--- config.mk ---
export PLATFORM = sky130hd
export DESIGN_NAME = sdf_sqrt
export DESIGN_NICKNAME = d
export VERILOG_FILES = /design/src/sv/sdf_sqrt.sv
export SDC_FILE = /design/constraint.sdc
export NUM_CORES = 2
export LEC_CHECK = 0
export ABC_CLOCK_PERIOD_IN_PS = 3700
export BUFFER_PORTS_ARGS = -buffer_cell sky130_fd_sc_hd__buf_4
export CORE_UTILIZATION = 57
export CTS_CLUSTER_DIAMETER = 150
export DETAILED_ROUTE_END_ITERATION = 8
export PLACE_DENSITY = 0.82
export SLEW_MARGIN = 20
export SYNTH_ARGS = -nofsm -noshare
export SYNTH_HDL_FRONTEND = slang
export SYNTH_MEMORY_MAX_BITS = 65536
export SYNTH_SLANG_ARGS = --single-unit
--- constraint.sdc ---
create_clock -name clk -period 3.7 [get_ports clk]
set_clock_uncertainty 0.2 [all_clocks]
set_input_delay 0.555 -clock clk [delete_from_list [all_inputs] [get_ports clk]]
set_output_delay 0.555 -clock clk [all_outputs]
set_load 0.05 [all_outputs]
--- src/sv/sdf_sqrt.sv ---
// Pipelined integer square root, one root bit per stage, with a payload riding along
`timescale 1ns / 1ps
`default_nettype none
module sdf_sqrt #(
    parameter int RW = 33,
    parameter int SW = 8
) (
    input  wire logic            clk,
    input  wire logic            rst_n,
    input  wire logic            en,
    input  wire logic            in_valid,
    input  wire logic [2*RW-1:0] rad,
    input  wire logic [SW-1:0]   side_in,
    output logic                 out_valid,
    output logic [RW-1:0]        root,
    output logic [SW-1:0]        side_out
);

    localparam int REM_W = RW + 2;

    logic [REM_W-1:0] rem_reg  [RW];
    logic [RW-1:0]    root_reg [RW];
    logic [2*RW-1:0]  rad_reg  [RW];
    logic [SW-1:0]    side_reg [RW];
    logic [RW-1:0]    valid_reg;

    for (genvar k = 0; k < RW; k++)
    begin : g_stage
        logic [REM_W-1:0] rem_prev;
        logic [RW-1:0]    root_prev;
        logic [2*RW-1:0]  rad_prev;
        logic [SW-1:0]    side_prev;
        logic             vld_prev;
        logic [REM_W+1:0] rem4;
        logic [REM_W+1:0] trial;
        logic             ge;

        if (k == 0)
        begin : g_first
            assign rem_prev  = '0;
            assign root_prev = '0;
            assign rad_prev  = rad;
            assign side_prev = side_in;
            assign vld_prev  = in_valid;
        end
        else
        begin : g_next
            assign rem_prev  = rem_reg[k-1];
            assign root_prev = root_reg[k-1];
            assign rad_prev  = rad_reg[k-1];
            assign side_prev = side_reg[k-1];
            assign vld_prev  = valid_reg[k-1];
        end

        // bring down the next two radicand bits and try a one in the root
        assign rem4  = {rem_prev, rad_prev[2*RW-1 -: 2]};
        assign trial = {2'b00, root_prev, 2'b01};
        assign ge    = (rem4 >= trial);

        always_ff @(posedge clk or negedge rst_n)
        begin
            if (!rst_n)
                valid_reg[k] <= 1'b0;
            else if (en)
                valid_reg[k] <= vld_prev;
        end

        always_ff @(posedge clk)
        begin
            if (en)
            begin
                rem_reg[k]  <= ge ? REM_W'(rem4 - trial) : REM_W'(rem4);
                root_reg[k] <= {root_prev[RW-2:0], ge};
                rad_reg[k]  <= rad_prev << 2;
                side_reg[k] <= side_prev;
            end
        end
    end

    assign out_valid = valid_reg[RW-1];
    assign root      = root_reg[RW-1];
    assign side_out  = side_reg[RW-1];

endmodule
`default_nettype wire

Word-level counts from Yosys, hierarchy flattened
Memory sizes are Yosys's and may differ from the RTL's.
Cells that the tools add are included.

operators by class
  $add $sub $neg = 33
  order comparisons = 33
  multiplexer cells = 35

operators by type and width
  operator                                                                             number
  37-bit by 35-bit greater-or-equal comparator with 1-bit output                       32
  35-bit two-way mux                                                                   33
  35-bit subtractor                                                                    32
  2-bit by 1-bit subtractor with 3-bit output, second input constant                   1
  2-bit by 1-bit greater-or-equal comparator with 1-bit output, second input constant  1
  1-bit two-way mux                                                                    2

word-level totals
  bits in registers = 33
  RAM bits = 4620
  input bits = 78
  output and inout port bits = 42
  word-level logic and storage cells = 138
  memories kept = 4

memories
  memory    depth  bits a word  read ports  clocked after Yosys merged registers in  write ports  RTL line  RTL
  rad_reg   33     64           32          0                                        33           23        logic [2*RW-1:0] rad_reg [RW];
  rem_reg   33     35           32          0                                        33           21        logic [REM_W-1:0] rem_reg [RW];
  root_reg  33     33           33          0                                        33           22        logic [RW-1:0] root_reg [RW];
  side_reg  33     8            33          0                                        33           24        logic [SW-1:0] side_reg [RW];

Longest topological paths before layout
An unclocked memory read counts as a cell.

  word-level depth = 3
  mapped depth = 14
  mapped depth without buffers = 13

Worst setup path before layout
Ideal clock, no wire load.

  path type = flip-flop to flip-flop
  start point = memory rem_reg[0][442] in the netlist's numbering
  end point = memory rem_reg[0][459] in the netlist's numbering, data pin
  setup time = 0.260 ns
  arrival = 3.205 ns
  required time = 3.240 ns
  setup slack = 0.036 ns
  stages on the path, launching flop included = 9
  buffers on the path = 1
  clock period less this slack = 3.664 ns
  path through = edfxtp_1 -> or3_4 -> or4_4 -> or4_1 -> or3_1 -> or4_4 -> a21oi_4 -> buf_6 -> mux2_2

RTL lines
  item             RTL line
  start, declared  21

==> results.md <==
- Overall via count from detail_route: 82000
- Sequential share of the synthesized area: 66.5%
- Transition time at the pin with the least slew margin: 0.770 ns
- Type of element capturing the critical path: register
- Buf+Inv Stages, Crit Path: 1
- Maximum capacitance violations: 0
- Fin. Hold Viols: 0
- Reg clk slew, reported paths: about 0.060 ns
- Number of warning messages in the yosys log: 0
- Number of flops mapped to enable cells by yosys: just under 3000
- Multi-input combinational cell area: 42100 sq um
- Floorplan die area: 238000 sq um
- Startpoint of the lowest-slack hold path: rad[54]
- Total number of clock tree sinks: 2981
- Outcome: completed
- IO Count: 120
- Clock insertion delay at the later pin of the skew report: 0.95 ns
- Share of total power in the clock network: 31.9%
- Post-synthesis area per instance: 13.3 sq um
- Crit Reg-Reg Endpoint: rem_reg[0][1093]
- Via count of the first global-routing pass: roughly 82000
- First-pass iteration count of the detailed router: 6
- Final critical-path required period: 3.64 ns
- Cell-internal power: 69.1 mW
- Number of endpoints failing setup at the final stage: 0
- Antenna-violating nets left: 0
- Average wire length per cell after detail routing: approximately 21 microns
- Via density: 5.77
- CP cell instances: ha_1 > o21ai_1 > a2111oi_1 > o21ai_0 > o2111ai_1 > o21ai_2 > nor3_2 > nor3_4 > clkbuf_16 > mux2_2
- Static Leak: 59.0 nW
- CTS HTree Levels: 5
- CP max stage delay: 0.39 ns
- Hold path depth: 2
- CP Max Fanout: 30
- Total power density per cell area: ~630 nW/um^2
- Leading cell type in the layout, fill and taps excluded: sky130_fd_sc_hd__edfxtp_1
- Register-to-register setup slack: around 0.063 ns
- Remaining global-route overflow: 0
- IR Drop Worst-Case VDD: 464 uV
- Max stage delay cell, worst path: sky130_fd_sc_hd__edfxtp_1
- Net count of the mapped netlist: 10700
- DRC marker count from the first detailed-route iteration: 6826
- Hold Slack: roughly 0.13 ns
- Clock tree from TritonCTS: built
- Endpoint with the worst hold slack: rad_reg[0][54]
- Number of flip-flops under the largest register name: between 1000 and 1500
- Net switching power figure: ~28 mW
- Post-layout power: 96.7 mW
- Global-route wire length before repair: 459000 microns
- Cell area after synthesis: about 130000 sq um
- Cell variety after synth: 89
- Count of fill cells added during filler insertion: 16400
- Pin count of the biggest net entering global routing: 130
- Critical Path RT: roughly 4.2 ns
- Cell family with the largest share of critical-path delay: compound AO/OA/AOI/OAI gates
- Tightest Hold Check Type: in2reg
- Combinational group share of total power: 21.1%
- Worst slew margin: 48.2%
- Signal arrival time at the worst endpoint: 4.10 ns
- Final worst-path cycle share: 98.3%
- Predominant post-synthesis flop cell: sky130_fd_sc_hd__edfxtp_1
- Type of element launching the critical path: register
- Number of buffers added by the clock tree synthesis step: 320
- Count of unresolved DRC violations after routing: 0
- Ratio of cells with drive above 1 in the final layout: 11.6%
- Final weighted congestion of routability-driven global placement: between 0.9 and 1
- Area taken by flip-flops and latches: 89400 sq um
- Worst r2r src: rem_reg[0][1050]
- Starting utilization of the core area: 57.6%
- Number of buffers inserted by port buffering: 119
- Fraction of registers with async set/reset: 1.11%
- HPWL Detailed: 207000 microns
- Fraction of power spent switching nets: 28.6%
- Max Clk Rate: 0.275 GHz
- Max-slew violation total from the final report: 0
- Die W: 488 microns
- Root Driver: sky130_fd_sc_hd__clkbuf_16
- Worst reg-to-reg path cell count: 10
- Commonest cells after routing, fill and taps aside: 2948 x sky130_fd_sc_hd__edfxtp_1, 745 x sky130_fd_sc_hd__inv_1, 702 x sky130_fd_sc_hd__nand2_1
- Crit Path Category: reg2reg
- Cell Rows: roughly 180
- Maximum root-to-sink buffer count: 4
- Area inside the core boundary: between 200000 and 250000 sq um
- Global routing usage summed across all routing layers: around a quarter
- Syn Inst Count: 10100
- Power share of the sequential group: a little under half
- Antenna violations before repair: 6
- Post-synthesis register bit count: around 3000
- Die Ht: 488 microns
- Synth-to-layout area growth: 14.4%
- Final layout net count: 11500
- Wire length reported by the detailed router: 297000 microns
worst max path at each step:
stage	depth (start not counted)	endpoint	startpoint
after floorplan	8	rem_reg[0][459]	rem_reg[0][442]
after global placement	11	rem_reg[0][376]	rem_reg[0][327]
after detailed placement	11	rem_reg[0][378]	rem_reg[0][327]
after CTS	15	rem_reg[0][968]	rem_reg[0][917]
after global routing	10	rem_reg[0][190]	rem_reg[0][164]
final	10	rem_reg[0][1093]	rem_reg[0][1050]
routing by layer:
| layer | vias to the layer above | GRT usage [%] | wire [microns] |
|---|---|---|---|
| met4 | 2 | 8.23 | 9830 |
| met5 | - | 0 | 8 |
| met1 | 39900 | 32.0 | 124000 |
| met3 | 638 | 3.24 | 14700 |
| met2 | 2425 | 43.1 | 148000 |
| li1 | 39000 | - | - |
final cells by class:
| class | count | share of cell area, % |
|---|---|---|
| clock buffers | 370 | 5.36 |
| diodes | 1 | 0.00163 |
| well taps | 3132 | 2.55 |
| repair buffers | 636 | 3.64 |
| clock inverters | 190 | 1.15 |
| flip-flops and latches | 2981 | 58.1 |
| inverters | 752 | 1.84 |
| multi-input cells | 6147 | 27.4 |
stage by stage:
stage | area (sq um) | TNS [ns] | std cells | util [%] | worst slack, ns
final | 154000 | 0 | 14200 | 65.9 | 0.0629
after detailed placement | 142000 | -2.92 | 13600 | 61.0 | -0.368
after floorplan | 134000 | 0 | 10100 | - | 0.0357
after global placement | 142000 | -2.17 | 13600 | 61.0 | -0.300
after global routing | 154000 | -0.187 | 14200 | 65.9 | -0.0304
after CTS | 153000 | 0 | 14200 | 65.6 | 0.000659
power groups by stage:
stage | clock, mW | combinational [mW] | sequential [mW]
floorplan | 0 | 13.5 | 44.7
global placement | 0 | 19.5 | 46.0
detailed placement | 0 | 19.7 | 46.0
CTS | 31.5 | 20.1 | 45.4
global route | 32.7 | 22.5 | 45.8
finish | 30.9 | 20.4 | 45.4
Yosys cell counts (57+ instances only):
library cell,instances,area (sq um)
sky130_fd_sc_hd__nor2_1,625,2350
sky130_fd_sc_hd__inv_1,745,2800
sky130_fd_sc_hd__ha_1,596,7460
sky130_fd_sc_hd__nor3_1,249,1250
sky130_fd_sc_hd__a21oi_1,595,2980
sky130_fd_sc_hd__xnor2_1,439,3840
sky130_fd_sc_hd__nand4_1,103,644
sky130_fd_sc_hd__xor2_1,459,4020
sky130_fd_sc_hd__o31ai_1,57,428
sky130_fd_sc_hd__nor2b_1,66,413
sky130_fd_sc_hd__o21ai_0,490,2450
sky130_fd_sc_hd__or3_1,101,632
sky130_fd_sc_hd__or4_1,72,541
sky130_fd_sc_hd__a21o_1,241,1810
sky130_fd_sc_hd__clkbuf_1,174,653
sky130_fd_sc_hd__o21a_1,102,766
sky130_fd_sc_hd__nand2_1,703,2640
sky130_fd_sc_hd__nand2b_1,123,769
sky130_fd_sc_hd__o21bai_1,60,450
sky130_fd_sc_hd__nand3_1,159,796
sky130_fd_sc_hd__mux2_2,102,1150
sky130_fd_sc_hd__a211oi_1,57,428
sky130_fd_sc_hd__edfxtp_1,2948,88500
sky130_fd_sc_hd__nor4_1,147,920
sky130_fd_sc_hd__and3_1,61,382
worst register-to-register path, cell delays in order (launching register included):
cell	delay [ns]
sky130_fd_sc_hd__edfxtp_1	0.39
sky130_fd_sc_hd__ha_1	0.33
sky130_fd_sc_hd__o21ai_1	0.21
sky130_fd_sc_hd__a2111oi_1	0.18
sky130_fd_sc_hd__o21ai_0	0.27
sky130_fd_sc_hd__o2111ai_1	0.32
sky130_fd_sc_hd__o21ai_2	0.33
sky130_fd_sc_hd__nor3_2	0.11
sky130_fd_sc_hd__nor3_4	0.36
sky130_fd_sc_hd__clkbuf_16	0.30
sky130_fd_sc_hd__mux2_2	0.38
cells by family after synthesis:
group	count (synthesis)	synth area share (%)
compound gates	1942	8.99
xor+xnor	898	5.85
fa+ha+maj	596	5.55
buf+inv	943	2.67
flops	2981	66.5
mux	121	0.996
other cells	1	0.00279
simple gates	2589	9.47
what timing repair did:
item | 4_1_cts | 5_1_grt
hold buffers | 80 | 0
endpoints found under the setup margin | 40 | 303
cloned | 0 | 3
endpoints found under the hold margin | 123 | 0
pin swaps | 1 | 12
buffers inserted | 1 | 10
gates resized for setup | 15 | 97
Note: power is estimated with default switching activity, not from simulation.
